<file path="config.mk">
export PLATFORM = sky130hd
export DESIGN_NAME = midi_note_remap_table
export DESIGN_NICKNAME = d
export VERILOG_FILES = /design/src/rtl/core/mnrt_pkg.sv /design/src/rtl/core/midi_note_remap_table.sv
export SDC_FILE = /design/constraint.sdc
export NUM_CORES = 1
export LEC_CHECK = 0
export BUFFER_PORTS_ARGS = -buffer_cell sky130_fd_sc_hd__clkbuf_2
export CAP_MARGIN = 20
export CORE_ASPECT_RATIO = 1.4
export CORE_MARGIN = 2
export CORE_UTILIZATION = 60
export CTS_CLUSTER_SIZE = 16
export DETAILED_ROUTE_END_ITERATION = 8
export PLACE_DENSITY = 0.84
export SYNTH_ARGS = -nofsm -noshare
export SYNTH_HDL_FRONTEND = slang
export SYNTH_SLANG_ARGS = --single-unit
</file>
<file path="constraint.sdc">
create_clock -name clk -period 11.45 [get_ports clk]
set_input_delay 1.7175 -clock clk [delete_from_list [all_inputs] [get_ports clk]]
set_output_delay 1.7175 -clock clk [all_outputs]
set_load 0.02 [all_outputs]
</file>
<file path="src/rtl/core/mnrt_pkg.sv">
// Package for the MIDI note remap table: entry layout, sequencer states,
// register indexes, MIDI type codes and default parameters.
// No dependencies.
`timescale 1ns / 1ps
`default_nettype none

package mnrt_pkg;

  // Default sizing
  localparam int GROUPS_DEF  = 4;
  localparam int ENTRIES_DEF = 8;

  // Port widths
  localparam int IN_TDATA_W  = 64;
  localparam int OUT_TDATA_W = 32;
  localparam int OUT_TUSER_W = 1;
  localparam int CFG_AW      = 5;
  localparam int CFG_DW      = 32;

  // Number of groups that have a count register
  localparam int COUNT_REGS = 4;

  // MIDI codes
  localparam logic [7:0] TYPE_NOTE_OFF = 8'h80;
  localparam logic [7:0] TYPE_NOTE_ON  = 8'h90;
  localparam logic [7:0] HIGH_NIBBLE   = 8'hF0;
  localparam logic [7:0] LOW_NIBBLE    = 8'h0F;

  // Register indexes (byte address / 4)
  localparam logic [2:0] REG_ACTIVE = 3'd0;
  localparam logic [2:0] REG_COUNT0 = 3'd1;
  localparam logic [2:0] REG_COUNT1 = 3'd2;
  localparam logic [2:0] REG_COUNT2 = 3'd3;
  localparam logic [2:0] REG_COUNT3 = 3'd4;

  // One table slot, 30 bits
  typedef struct packed {
    logic [6:0] target_data;
    logic [7:0] target_status;
    logic [6:0] match_data;
    logic [7:0] match_status;
  } entry_t;

  typedef enum logic [1:0] {
    ST_IDLE,
    ST_SCAN,
    ST_FINAL
  } state_t;

endpackage

`default_nettype wire

</file>
<file path="src/rtl/core/midi_note_remap_table.sv">
// MIDI note remap table: table memory, scan sequencer, shared match unit.
// Depends on mnrt_pkg.
`timescale 1ns / 1ps
`default_nettype none

// Remaps MIDI channel messages through a table of GROUPS x ENTRIES_PER_GROUP
// match/target slots. An input transfer with in_tuser = 0 writes one slot. An
// input transfer with in_tuser = 1 presents a packet: a sequencer walks every
// slot address once, one memory read per cycle while the scan does not stall,
// and a single shared match/rewrite unit checks each slot in use (active
// group, slot below that group's count) against the packet as the earlier
// matches left it. Extra note-on/note-off messages come out in scan order,
// followed by one final item (out_tlast = 1) that carries the remapped packet
// and its pass flag. The scan reads the table through its single read port
// and stalls while an extra is pending and the result side is not free; the
// final item waits for the output register. in_tready is high only between
// packets; the output register lets the next transfer in while the final item
// still waits. The table has no reset: a slot must be written before any
// count register brings it into the scan. Configuration registers sit at
// byte address 4*i; they are to be written only while the block is idle,
// which the block itself does not enforce.
module midi_note_remap_table #(
  parameter int GROUPS            = mnrt_pkg::GROUPS_DEF,
  parameter int ENTRIES_PER_GROUP = mnrt_pkg::ENTRIES_DEF
) (
  input  wire logic                             clk,
  input  wire logic                             rst_n,
  // Input channel
  input  wire logic                             in_tvalid,
  output logic                                  in_tready,
  // tdata, low bit up: group_index[1:0], entry_index[4:2],
  // match_status[12:5], match_data[19:13], target_status[27:20],
  // target_data[34:28], msg_type[42:35], channel[47:43], data1[54:48],
  // data2[61:55], zero[63:62]
  input  wire logic [mnrt_pkg::IN_TDATA_W-1:0]  in_tdata,
  // tuser: mode[0]
  input  wire logic                             in_tuser,
  // Result channel
  output logic                                  out_tvalid,
  input  wire logic                             out_tready,
  // tdata, low bit up: out_type[7:0], out_channel[12:8], out_first[19:13],
  // out_second[26:20], zero[31:27]
  output logic [mnrt_pkg::OUT_TDATA_W-1:0]      out_tdata,
  // tlast: is_final
  output logic                                  out_tlast,
  // tuser: passes[0]
  output logic [mnrt_pkg::OUT_TUSER_W-1:0]      out_tuser,
  // Configuration port
  input  wire logic                             cfg_psel,
  input  wire logic                             cfg_penable,
  input  wire logic                             cfg_pwrite,
  input  wire logic [mnrt_pkg::CFG_AW-1:0]      cfg_paddr,
  input  wire logic [mnrt_pkg::CFG_DW-1:0]      cfg_pwdata,
  output logic [mnrt_pkg::CFG_DW-1:0]           cfg_prdata,
  output logic                                  cfg_pready
);
  import mnrt_pkg::*;

  // Address layout: {group, slot}, slot field padded to a power of two
  localparam int GW          = (GROUPS > 1) ? $clog2(GROUPS) : 1;
  localparam int EW          = (ENTRIES_PER_GROUP > 1) ? $clog2(ENTRIES_PER_GROUP) : 1;
  localparam int AW          = GW + EW;
  localparam int DEPTH       = GROUPS * (2 ** EW);
  localparam int SCAN_GROUPS = (GROUPS < COUNT_REGS) ? GROUPS : COUNT_REGS;

  // ---------------------------------------------------------------
  // Input fields
  // ---------------------------------------------------------------
  logic [1:0] f_group;
  logic [2:0] f_entry;
  entry_t     f_slot;
  logic [7:0] f_type;
  logic [4:0] f_ch;
  logic [6:0] f_d1;
  logic [6:0] f_d2;

  assign f_group              = in_tdata[1:0];
  assign f_entry              = in_tdata[4:2];
  assign f_slot.match_status  = in_tdata[12:5];
  assign f_slot.match_data    = in_tdata[19:13];
  assign f_slot.target_status = in_tdata[27:20];
  assign f_slot.target_data   = in_tdata[34:28];
  assign f_type               = in_tdata[42:35];
  assign f_ch                 = in_tdata[47:43];
  assign f_d1                 = in_tdata[54:48];
  assign f_d2                 = in_tdata[61:55];

  // ---------------------------------------------------------------
  // Configuration registers
  // ---------------------------------------------------------------
  logic [3:0] active_r;
  logic [3:0] cnt_r [COUNT_REGS];
  logic       cfg_wr;
  logic [2:0] cfg_idx;

  assign cfg_pready = 1'b1;
  assign cfg_wr     = cfg_psel & cfg_penable & cfg_pwrite;
  assign cfg_idx    = cfg_paddr[4:2];

  always_ff @(posedge clk) begin
    if (!rst_n) begin
      active_r <= '0;
      for (int k = 0; k < COUNT_REGS; k++) cnt_r[k] <= '0;
    end else if (cfg_wr) begin
      unique case (cfg_idx)
        REG_ACTIVE: active_r <= cfg_pwdata[3:0];
        REG_COUNT0: cnt_r[0] <= cfg_pwdata[3:0];
        REG_COUNT1: if (GROUPS > 1) cnt_r[1] <= cfg_pwdata[3:0];
        REG_COUNT2: if (GROUPS > 2) cnt_r[2] <= cfg_pwdata[3:0];
        REG_COUNT3: if (GROUPS > 3) cnt_r[3] <= cfg_pwdata[3:0];
        default: ;
      endcase
    end
  end

  always_comb begin
    cfg_prdata = '0;
    unique case (cfg_idx)
      REG_ACTIVE: cfg_prdata[3:0] = active_r;
      REG_COUNT0: cfg_prdata[3:0] = cnt_r[0];
      REG_COUNT1: cfg_prdata[3:0] = cnt_r[1];
      REG_COUNT2: cfg_prdata[3:0] = cnt_r[2];
      REG_COUNT3: cfg_prdata[3:0] = cnt_r[3];
      default: cfg_prdata = '0;
    endcase
  end

  // ---------------------------------------------------------------
  // Sequencer state and packet under remap
  // ---------------------------------------------------------------
  state_t      state_r, state_nxt;
  logic [AW:0] ptr_r;          // next slot address to read
  logic        s2_valid_r;     // rd_data_r holds a scanned slot
  logic        s2_live_r;      // ... and that slot is in use
  entry_t      rd_data_r;
  logic [7:0]  p_type_r;
  logic [4:0]  p_ch_r;
  logic [6:0]  p_d1_r;
  logic [6:0]  p_d2_r;
  logic        pass_r;

  logic        in_xfer;
  logic        start;
  logic        issuing;
  logic        out_free;
  logic        stall;
  logic        advance;
  logic        rd_en;
  logic        wr_en;
  logic        load_extra;
  logic        load_final;
  logic [AW-1:0] wr_addr;

  assign in_xfer  = in_tvalid & in_tready;
  assign start    = in_xfer & in_tuser;
  assign issuing  = ptr_r < (AW+1)'(DEPTH);
  assign out_free = !out_tvalid || out_tready;

  // Out-of-range slot writes are dropped
  assign wr_en   = in_xfer && !in_tuser &&
                   (int'(f_group) < GROUPS) && (int'(f_entry) < ENTRIES_PER_GROUP);
  assign wr_addr = AW'(int'(f_group) * (2 ** EW) + int'(f_entry));

  // ---------------------------------------------------------------
  // Table memory, one write and one registered read port
  // ---------------------------------------------------------------
  entry_t mem [DEPTH];

  always_ff @(posedge clk) begin
    if (wr_en) mem[wr_addr] <= f_slot;
    if (rd_en) rd_data_r <= mem[ptr_r[AW-1:0]];
  end

  // Slot in use: group has a count register, is active, slot below count
  logic          live;
  logic [GW-1:0] ptr_g;
  logic [EW-1:0] ptr_j;

  assign ptr_g = ptr_r[AW-1:EW];
  assign ptr_j = ptr_r[EW-1:0];

  always_comb begin
    logic [4:0] cnt5;
    logic [4:0] lim;
    live = 1'b0;
    lim  = 5'(ENTRIES_PER_GROUP);
    for (int gg = 0; gg < SCAN_GROUPS; gg++) begin
      cnt5 = {1'b0, cnt_r[gg]};
      if (cnt5 > lim) cnt5 = lim;
      if (ptr_g == GW'(gg) && active_r[gg] && (5'(ptr_j) < cnt5)) live = 1'b1;
    end
  end

  // ---------------------------------------------------------------
  // Shared match / rewrite unit
  // ---------------------------------------------------------------
  logic       hit;
  logic       emit_req;
  logic [7:0] em_type;
  logic [4:0] tch1;
  logic [7:0] type_nxt;
  logic [4:0] ch_nxt;
  logic [6:0] d1_nxt;
  logic       pass_nxt;

  always_comb begin
    logic [7:0] m_type;
    logic [7:0] t_type;
    m_type   = rd_data_r.match_status & HIGH_NIBBLE;
    t_type   = rd_data_r.target_status & HIGH_NIBBLE;
    tch1     = {1'b0, rd_data_r.target_status[3:0]} + 5'd1;
    // a channel of zero or above sixteen never lines up with a 4-bit channel
    hit      = s2_valid_r && s2_live_r && (p_ch_r != 5'd0) &&
               ((p_ch_r - 5'd1) == {1'b0, rd_data_r.match_status[3:0]}) &&
               (rd_data_r.match_data == p_d1_r);
    emit_req = 1'b0;
    em_type  = TYPE_NOTE_ON;
    type_nxt = p_type_r;
    ch_nxt   = p_ch_r;
    d1_nxt   = p_d1_r;
    pass_nxt = pass_r;
    if (hit) begin
      if (p_type_r == TYPE_NOTE_OFF) begin
        if (m_type == TYPE_NOTE_ON &&
            (t_type == TYPE_NOTE_ON || t_type == TYPE_NOTE_OFF)) begin
          ch_nxt = tch1;
          if (t_type == TYPE_NOTE_OFF) begin
            emit_req = 1'b1;
            em_type  = TYPE_NOTE_OFF;
          end else begin
            d1_nxt = rd_data_r.target_data;
          end
        end else begin
          pass_nxt = 1'b0;       // orphan note-off, scan continues
        end
      end else if (p_type_r == m_type) begin
        if (t_type == TYPE_NOTE_OFF) begin
          emit_req = 1'b1;       // stacked note-on
          em_type  = TYPE_NOTE_ON;
        end else begin
          type_nxt = t_type;
          ch_nxt   = tch1;
          d1_nxt   = rd_data_r.target_data;
        end
      end
    end
  end

  // ---------------------------------------------------------------
  // Sequencer: next state
  // ---------------------------------------------------------------
  always_comb begin
    state_nxt = state_r;
    unique case (state_r)
      ST_IDLE:  if (start) state_nxt = ST_SCAN;
      ST_SCAN:  if (!issuing && !s2_valid_r) state_nxt = ST_FINAL;
      ST_FINAL: if (out_free) state_nxt = ST_IDLE;
      default:  state_nxt = ST_IDLE;
    endcase
  end

  // Sequencer: outputs
  always_comb begin
    in_tready  = 1'b0;
    stall      = 1'b0;
    load_final = 1'b0;
    unique case (state_r)
      ST_IDLE:  in_tready  = 1'b1;
      ST_SCAN:  stall      = emit_req && !out_free;
      ST_FINAL: load_final = out_free;
      default: ;
    endcase
    advance    = (state_r == ST_SCAN) && !stall;
    rd_en      = advance && issuing;
    load_extra = advance && emit_req;
  end

  always_ff @(posedge clk) begin
    if (!rst_n) begin
      state_r    <= ST_IDLE;
      s2_valid_r <= 1'b0;
      ptr_r      <= '0;
    end else begin
      state_r <= state_nxt;
      if (start) begin
        ptr_r      <= '0;
        s2_valid_r <= 1'b0;
      end else if (advance) begin
        s2_valid_r <= issuing;
        if (issuing) ptr_r <= ptr_r + 1'b1;
      end
    end
  end

  // Packet registers; rewrite applied only on a cycle that moves the scan
  always_ff @(posedge clk) begin
    if (start) begin
      p_type_r <= f_type;
      p_ch_r   <= f_ch;
      p_d1_r   <= f_d1;
      p_d2_r   <= f_d2;
      pass_r   <= 1'b1;
    end else if (advance) begin
      p_type_r  <= type_nxt;
      p_ch_r    <= ch_nxt;
      p_d1_r    <= d1_nxt;
      pass_r    <= pass_nxt;
      s2_live_r <= live;
    end
  end

  // ---------------------------------------------------------------
  // Output register
  // ---------------------------------------------------------------
  logic       out_valid_r;
  logic [7:0] o_type_r;
  logic [4:0] o_ch_r;
  logic [6:0] o_d1_r;
  logic [6:0] o_d2_r;
  logic       o_final_r;
  logic       o_pass_r;

  always_ff @(posedge clk) begin
    if (!rst_n) begin
      out_valid_r <= 1'b0;
    end else if (load_extra || load_final) begin
      out_valid_r <= 1'b1;
    end else if (out_tready) begin
      out_valid_r <= 1'b0;
    end
  end

  always_ff @(posedge clk) begin
    if (load_extra) begin
      o_type_r  <= em_type;
      o_ch_r    <= tch1;
      o_d1_r    <= rd_data_r.target_data;
      o_d2_r    <= p_d2_r;
      o_final_r <= 1'b0;
      o_pass_r  <= 1'b0;
    end else if (load_final) begin
      o_type_r  <= p_type_r;
      o_ch_r    <= p_ch_r;
      o_d1_r    <= p_d1_r;
      o_d2_r    <= p_d2_r;
      o_final_r <= 1'b1;
      o_pass_r  <= pass_r;
    end
  end

  assign out_tvalid = out_valid_r;
  assign out_tdata  = {5'd0, o_d2_r, o_d1_r, o_ch_r, o_type_r};
  assign out_tlast  = o_final_r;
  assign out_tuser  = o_pass_r;

  // ---------------------------------------------------------------
  // Assertions
  // ---------------------------------------------------------------
  a_stall_holds: assert property (@(posedge clk) disable iff (!rst_n)
    (state_r == ST_SCAN && stall) |=> ($stable(ptr_r) && $stable(p_type_r) &&
                                       $stable(p_ch_r) && $stable(p_d1_r)))
    else $error("scan moved during output stall");

  a_final_after_drain: assert property (@(posedge clk) disable iff (!rst_n)
    load_final |-> (!s2_valid_r && !issuing))
    else $error("final item loaded before scan drained");

  a_ptr_bound: assert property (@(posedge clk) disable iff (!rst_n)
    ptr_r <= (AW+1)'(DEPTH))
    else $error("scan pointer past table");

  a_start_scan: assert property (@(posedge clk) disable iff (!rst_n)
    start |=> (state_r == ST_SCAN && ptr_r == '0 && pass_r))
    else $error("packet did not start a scan");

  a_no_overwrite: assert property (@(posedge clk) disable iff (!rst_n)
    (load_extra || load_final) |-> (!out_valid_r || out_tready))
    else $error("output register overwritten");

endmodule

`default_nettype wire
</file>
# Word level (Yosys, flattened, before mapping)
# Memories as Yosys holds them, arrays and structs flattened. A register that Yosys moved wholly into a read port is not among the register bits.
# Index checks and enable logic that the tools add are counted.
dict set report word_totals {
  regBits 72
  mem_bits_rw 976
  inputBits 109
  output_inout_bits 69
  wordCells 189
  memories 2
}
dict set report classes {
  n_addsub 4
  n_lt_le_gt_ge 9
  n_eq_ne 23
  mux 75
  bitwise_logic 11
  reduce_logical 48
}
# name words word_bits rd rd_clocked_by_memory_dff write_ports line
set memory_table {}
lappend memory_table {mem 32 30 1 1 1 midi_note_remap_table.sv:167} ;# entry_t mem [DEPTH];
lappend memory_table {cnt_r 4 4 4 0 4 midi_note_remap_table.sv:92} ;# logic [3:0] cnt_r [COUNT_REGS];
# cell n
set op_table {}
lappend op_table {{$mux W8} 10}
lappend op_table {{$mux W7} 11}
lappend op_table {{$mux W5} 11}
lappend op_table {{$mux W4} 8}
lappend op_table {{$mux W1} 30}
lappend op_table {{$lt A3 B5 Y1} 4}
lappend op_table {{$pmux W4 S5} 1}
lappend op_table {{$logic_and A1 B1 Y1} 19}
lappend op_table {{$gt A4 B4 Y1 const B} 4}
lappend op_table {{$eq A4 B4 Y1 const B} 3}
lappend op_table {{$ne A2 B2 Y1 const B} 5}
lappend op_table {{$reduce_and A5 Y1} 2}
lappend op_table {{$reduce_bool A2 Y1} 5}
lappend op_table {{$eq A8 B8 Y1} 1}
lappend op_table {{$eq A8 B8 Y1 const B} 1}
lappend op_table {{$reduce_and A4 Y1} 2}
lappend op_table {{$eq A7 B7 Y1} 1}
lappend op_table {{$add A6 B1 Y6 const B} 1}
lappend op_table {{$eq A2 B2 Y1 const B} 3}
lappend op_table {{$eq A3 B2 Y1 const B} 2}
lappend op_table {{$logic_not A1 Y1} 6}
lappend op_table {{$lt A6 B6 Y1 const B} 1}
lappend op_table {{$mux W2} 3}
lappend op_table {{$pmux W2 S3} 1}
lappend op_table {{other kinds (21)} 35}

# Logic depth before layout (Yosys ltp)
# Gate-level depths: netlist (run 1).
dict set report logic_depth {
  depth_word 13
  depth_mapped 9
}

# Worst setup path after synthesis (run 1)
# OpenSTA, ideal clock, no wires.
dict set report synth_timing {
  path_type {input -> register}
  from {input port in_tdata[4] (netlist name)}
  to {memory mem[19][0] (netlist name) (enable)}
  arrival_ns 4.877
  t_required_ns 10.957
  slack_ns 6.081
  cell_stages 2
  cell_sequence {clkbuf_1 > nor4_1}
}
dict set report synth_between {
  elab_chain_len 1
}
# item line
set synth_rtl {}
lappend synth_rtl {{start, declared} midi_note_remap_table.sv:35} ;# input wire logic [mnrt_pkg::IN_TDATA_W-1:0] in_tdata,
lappend synth_rtl {{$add A5 B3 Y5} midi_note_remap_table.sv:162} ;# assign wr_addr = AW'(int'(f_group) * (2 ** EW) + int'(f_entry));
lappend synth_rtl {{end, declared} midi_note_remap_table.sv:167}
# Every way passes these cells.

# Worst setup path in the final report (run 1)
dict set report layout_timing {
  from {input port cfg_paddr[3] (netlist name)}
  to {output port cfg_prdata[0] (netlist name)}
}
dict set report layout_between {
  elab_chain_len 2
}
# item line
set layout_rtl {}
lappend layout_rtl {{start, declared} midi_note_remap_table.sv:52} ;# input wire logic [mnrt_pkg::CFG_AW-1:0] cfg_paddr,
lappend layout_rtl {{$eq A3 B3 Y1, or another cell as far along} midi_note_remap_table.sv:118} ;# unique case (cfg_idx)
lappend layout_rtl {{$pmux W4 S5 *} midi_note_remap_table.sv:118}
lappend layout_rtl {{end, declared} midi_note_remap_table.sv:54} ;# output logic [mnrt_pkg::CFG_DW-1:0] cfg_prdata,
# Mark *: on every way between the ends. The rest lies on a longest branch, timed or not.

==> results of run 1 <==
[layer usage]
| layer | wire length, um | track usage (%) |
|---|---|---|
| met1 | 34400 | 36.0 |
| met2 | 53700 | 50.0 |
| met3 | 11700 | 6.23 |
| met4 | 5700 | 15.1 |
| met5 | 21 | 0 |
[cell usage in the layout, fill, tap and decap left out, drive strengths merged, types with 23 or more instances in the layout]
cell type and count:
and2 23, buf 45, nor2 57, mux4 240
edfxtp 1061, o22ai 64, clkbuf 225, nand2b 25
clkinv 32, conb 34, mux2i 136, nand2 56
or2 33
[cell families after synthesis]
kind of cell | synth area share (%)
other | 0.0178
AO/OA/AOI/OAI | 1.77
adder cells (fa/ha/maj) | 0.326
multiplexers | 16.3
AND/OR/NAND/NOR | 3.13
buffers and inverters | 1.74
flip-flops | 76.3
XOR/XNOR | 0.374
[power by group through the flow]
stage               clock, mW  combinational (mW)  sequential (mW)
global placement            0               0.264             4.46
floorplan                   0               0.184             4.46
global route             3.33               0.306             4.38
finish                   3.19               0.287             4.38
detailed placement          0               0.276             4.47
CTS                      3.21               0.285             4.38
[worst paths after layout]
check	endpoint	slack, ns	depth (start not counted)
setup reg to reg	rd_data_r[21]	7.30	6
hold / removal	o_d2_r[6]	0.43	0
setup / recovery	cfg_prdata[0]	6.96	5
hold reg to reg	o_d2_r[6]	0.43	0
[metrics by stage]
step	hold WS (ns)	cells	utilization (%)
finish	0.430	3160	67.2
global route	0.434	3160	67.2
CTS	0.430	3157	67.2
detailed placement	0.409	2994	62.9
global placement	0.404	2994	62.9
floorplan	0.400	2037	-
[worst reg2reg max path: cells and delay by family, from the launching register on]
| family | cells | cell delay (ns) |
|---|---|---|
| AOI/OAI and AO/OA | 1 | 0.19 |
| muxes | 2 | 0.94 |
| and+or+nand+nor | 1 | 0.32 |
| buffers and inverters | 2 | 1.71 |
| DFF | 1 | 0.75 |
[state kept, by name, indices dropped and copies added, names as in the netlist, 2 cells and up]
signal / cells
active_r: 4
cnt_r: 16
mem: 960
o_ch_r: 5
o_d1_r: 7
o_d2_r: 7
o_type_r: 8
p_ch_r: 5
p_d1_r: 7
p_d2_r: 7
p_type_r: 8
ptr_r: 6
rd_data_r: 30
state_r: 2
[cell usage after synthesis, types with 3 or more instances]
master	count
nor2_1	57
xor2_1	10
or3_1	4
mux4_2	240
and2_1	23
dfxtp_1	17
buf_4	35
mux2_2	10
a21oi_1	17
o22ai_1	64
nor2b_1	6
buf_2	28
nor4_1	3
nor3_1	7
nor4b_2	3
a31oi_1	3
o21ai_0	5
clkbuf_1	48
inv_1	12
ha_1	11
and3_1	3
nand4_1	7
or2_2	32
nand3_1	12
edfxtp_1	1061
xnor2_1	8
o211ai_1	4
mux2i_1	136
nand2_1	56
buf_1	22
a21o_1	6
nand2b_1	25
[cell type report]
| type | count | area share [%] |
|---|---|---|
| multi-input combinational | 812 | 20.5 |
| antenna | 3 | 0.0160 |
| clock buffer | 114 | 5.21 |
| sequential | 1078 | 68.5 |
| clock inverter | 49 | 1.17 |
| tap | 936 | 2.49 |
| timing repair buffer | 156 | 1.98 |
| inverter | 12 | 0.0958 |
==> flow_summary.yaml, run 1 <==
cells_and_area:
  area.growth.synth_to_final_pct: 11.4
  fill_cells: 4077
  drive_gt1_share_pct: 27.9
  nets: 2272
  ff_latch_area_um2: 32200
  multi_input_area_um2: 9640
  stdcell_area_um2: 47000
power:
  leakage_nw: 14.6
  p_sw_mw: 1.60
  sw_frac_of_total_pct: 20.4
  power.sequential.fraction_pct: 55.7
  worst_ir_drop_vdd_v: 0.000116
  pwr_density_cell_nw_per_um2: 167
  power_mw: 7.86
  clockPowerShare_pct: 40.6
  power_frac_comb_pct: 3.6
  p_int_mw: 6.26
worst_setup_path:
  peak_per_stage_delay_on_the_critical_path_ns: 0.29
  startpoint_type: "input port"
  worstSetupPathType: "input port to output pin"
  critPathTopFamily: "buffers and inverters"
  critical_path_buf_inv_count: 2
  endpoint_required_time_on_the_critical_path_ns: 9.73
  crit_top_cell: "clkbuf_2"
  crit_chain: "clkbuf_2, nor2b_1, a21oi_1, o22ai_1, clkbuf_2"
  critical_path_peak_fanout: 15
  critical_path.endpoint_type: "output pin"
  cp.arrival_ns: 2.77
  timing.critical_path.from: "cfg_paddr[3]"
  crit_path_top_delay_cell: "nor2b_1"
  crit-reg2reg-launch: "ptr_r[0]"
synthesis:
  netlist.top_cell.by_area: "edfxtp_1"
  asyncSetResetFlopFracSynth_pct: 0
  ys_seq_elements: 1078
  yosys.area.top_type_share_pct: 75.5
  synth.yosys.warnings: 0
  syn_area_um2: 42200
  synth.top_cells.by_area: "edfxtp_1 (76%), mux4_2 (13%), mux2i_1 (3.2%), o22ai_1 (0.95%), dfxtp_1 (0.81%)"
  synth-edff-count: 1061
  post_synth.cell_area_avg_um2: 21.0
  syn_inst: 2005
  synth.yosys.seq_area_share_pct: 76.3
  number_of_different_library_cells_in_the_post_synthesis_netlist: 56
  synth_top_flop_cell: "edfxtp_1"
placement:
  dpl_worst_slack_ns: 6.97
  post-dp-hpwl_mm: 53.3
  buffer_ports.inserted: 111
  gp_congestion: 0.860
  placedInstanceArea_um2: 44000
grt:
  first_pass_grt_wire_length_mm: 153
  antenna_found_initial: 5
  grt-ovfl-total: 0
  groute.usage.overall_pct: 29.4
  first_global_vias: 22400
  largest_net_degree_at_the_start_of_global_routing: 151
cts:
  cts_hold_buf: 0
  cts_made_buffers: 92
  clock-root-buffer: "clkbuf_16"
  clk_pin_slew_worst_setup_hold_paths_ns: 0.06
  postCtsResizedCells: 0
  cts_tree: "yes"
  worstSkewPairLatency_ns: 0.65
  cts_htree_levels: 3
  tritoncts_num_sinks: 1078
  max-clock-path-buffers: 3
  postCtsSetupRepairBufs: 0
routing:
  via_total_after_detailed_routing: 21500
  drc: 0
  drc_marker_count_from_the_first_detailed_route_iteration: 3077
  routed_wirelength_mm: 105
  avgViaCountPerCell: 6.81
  final_antenna_net_count: 0
  route.detailed.wl_per_inst_um: 33.4
  detail_route.first_pass.iterations: 6
timing:
  worst_pin_slew_ns: 1.03
  setup_slack_ns: 6.96
  post-route-min-period_ns: 4.49
  maxSlewHeadroom_pct: 31.0
  final-max-slew-violation-count: 0
  setup_viol: 0
  finalHoldViolCount: 0
  setup-tns-final_ns: 0
  fmaxAchievable_mhz: 223
  fin_worst_skew_ns: 0.0295
  finalCritPeriodShare_pct: 39.2
  setup_repair_after_global_routing_missed_its_margin: "no"
floorplan:
  start_util_pct: 60.3
  die_height_um: 318
  floorplan.rows: 115
  die_width_um: 228
  die_area_um2: 72500
  io-pin-count: 178
  core_um2: 69900
worst_hold_path:
  hold_path_class: "register to register"
  min-delay-start: "p_d2_r[6]"
job:
  max_cap_viol_count: 0
status:
  outcome: "completed"
Note: power is estimated with default switching activity, not from simulation.
==> run 2: changes to the inputs <==
==> constraint.sdc (replaced) <==
create_clock -name clk -period 4.4 [get_ports clk]
set_input_delay 0.66 -clock clk [delete_from_list [all_inputs] [get_ports clk]]
set_output_delay 0.66 -clock clk [all_outputs]
set_load 0.02 [all_outputs]
==> flow_summary.yaml, run 2 (synthesized netlist as in run 1, its figures left out) <==
cells_and_area:
  layout_commonest_cell: "edfxtp_1"
  stdcell_area_um2: 47100
  drive_gt1_share_pct: 28.6
  nets: 2296
  most_flop_heavy_register: "mem"
  largest_reg_flops: 960
  fill_cells: 4046
  final_cell_mix: "edfxtp_1 (1,061), mux4_2 (240), mux2i_1 (136), clkbuf_2 (111), clkbuf_16 (93)"
  area.growth.synth_to_final_pct: 11.7
  largestRegisters: "mem (960), rd_data_r (30), cnt_r (16)"
placement:
  buffer_ports.inserted: 111
  placedInstanceArea_um2: 44300
  dpl_worst_slack_ns: 1.20
  gp_congestion: 0.886
  post-dp-hpwl_mm: 56.0
power:
  p_sw_mw: 4.15
  pwr_density_cell_nw_per_um2: 423
  sw_frac_of_total_pct: 20.8
  leakage_nw: 14.6
  power.sequential.fraction_pct: 57.1
  clockPowerShare_pct: 39.1
  power_frac_comb_pct: 3.8
  worst_ir_drop_vdd_v: 0.000300
  p_int_mw: 15.8
routing:
  routed_wirelength_mm: 107
  final_antenna_net_count: 0
  route.detailed.wl_per_inst_um: 33.7
  avgViaCountPerCell: 6.79
  via_total_after_detailed_routing: 21600
  drc_marker_count_from_the_first_detailed_route_iteration: 3159
  detail_route.first_pass.iterations: 8
  drc: 0
status:
  outcome: "completed"
worst_setup_path:
  worstSetupPathType: "register to register"
  startpoint_type: "register"
  critical_path.endpoint_type: "register"
  cp.arrival_ns: 3.69
  setup.reg_to_reg.worst_slack_ns: 1.04
  endpoint_required_time_on_the_critical_path_ns: 4.73
  critical_path_peak_fanout: 13
cts:
  postCtsSetupRepairBufs: 0
  clock-root-buffer: "clkbuf_16"
  cts_made_buffers: 90
  cts_htree_levels: 3
  max-clock-path-buffers: 3
  clk_pin_slew_worst_setup_hold_paths_ns: 0.06
  cts_hold_buf: 0
  postCtsResizedCells: 0
  tritoncts_num_sinks: 1078
  worstSkewPairLatency_ns: 0.66
  cts_tree: "yes"
timing:
  setup_viol: 0
  post-route-min-period_ns: 3.36
  finalHoldViolCount: 0
  maxSlewHeadroom_pct: 28.5
  setup-tns-final_ns: 0
  fmaxAchievable_mhz: 297
  final-max-slew-violation-count: 0
  fin_worst_skew_ns: 0.0208
  worst_pin_slew_ns: 1.07
  setup_slack_ns: 1.04
  finalCritPeriodShare_pct: 76.4
  setup_repair_after_global_routing_missed_its_margin: "no"
floorplan:
  io-pin-count: 178
  start_util_pct: 60.3
  die_area_um2: 72500
  die_width_um: 228
  die_height_um: 318
  floorplan.rows: 115
  core_um2: 69900
job:
  max_cap_viol_count: 0
grt:
  largest_net_degree_at_the_start_of_global_routing: 58
  grt-ovfl-total: 0
  first_global_vias: 22400
  antenna_found_initial: 6
  groute.usage.overall_pct: 29.3
  first_pass_grt_wire_length_mm: 152
worst_hold_path:
  hold_path_class: "input port to register"
## run 2: changes by cell type in the layout (fill, tap and decap cells not counted), sizes merged
cell	before	now
inv	14	15
bufinv	12	5
clkinv	32	36
clkbuf	225	224
buf	45	71
clkinvlp	3	7
## run 2: cell type report
type,instances,area (um^2),area share (%)
Sequential cell,1078,32200,68.3
Multi-Input combinational cell,812,9640,20.4
Clock buffer,113,2400,5.10
Timing Repair Buffer,182,1280,2.71
Tap cell,936,1170,2.48
Clock inverter,51,394,0.836
Inverter,12,45.0,0.0955
Antenna cell,3,7.51,0.0159
## run 2: worst paths after layout
| path | start | to | cells after the start |
|---|---|---|---|
| worst max-delay path | state_r[1] | mem[12][11] | 6 |
| worst min-delay path | in_tdata[58] | p_d2_r[3] | 1 |
| worst min register to register | p_d2_r[2] | o_d2_r[2] | 0 |
| worst max register to register | state_r[1] | mem[12][11] | 6 |
## run 2: worst max-delay path, stage by stage (launching register included)
cell and delay (ns):
dfxtp_1 0.32, nor2_1 0.22, nand2_1 0.10, nor3_1 0.80
nand3_1 0.48, nor2_4 0.72, buf_4 0.39
## run 2: power by group through the flow
stage                     logic, mW  registers [mW]  clock network [mW]
after detailed placement      0.740            11.6                   0
after CTS                     0.759            11.4                7.80
after global placement        0.706            11.6                   0
after floorplan               0.478            11.6                   0
after global routing          0.817            11.4                8.18
final                         0.766            11.4                7.80
## run 2: per-stage QoR
stage	hold WS [ns]	std cells	util [%]	total power, mW
after detailed placement	0.407	3020	63.4	12.4
after CTS	0.163	3184	67.4	20.0
final	0.192	3187	67.4	20.0
after floorplan	0.400	2037	-	12.1
after global routing	0.169	3186	67.4	20.4
after global placement	0.405	3020	63.4	12.3
## run 2: layer usage
layer | part of all wire (%) | GRT usage, %
met1 | 32 | 35.6
met4 | 5.3 | 14.6
met2 | 52 | 49.8
met5 | 0.020 | 0
met3 | 11 | 6.60
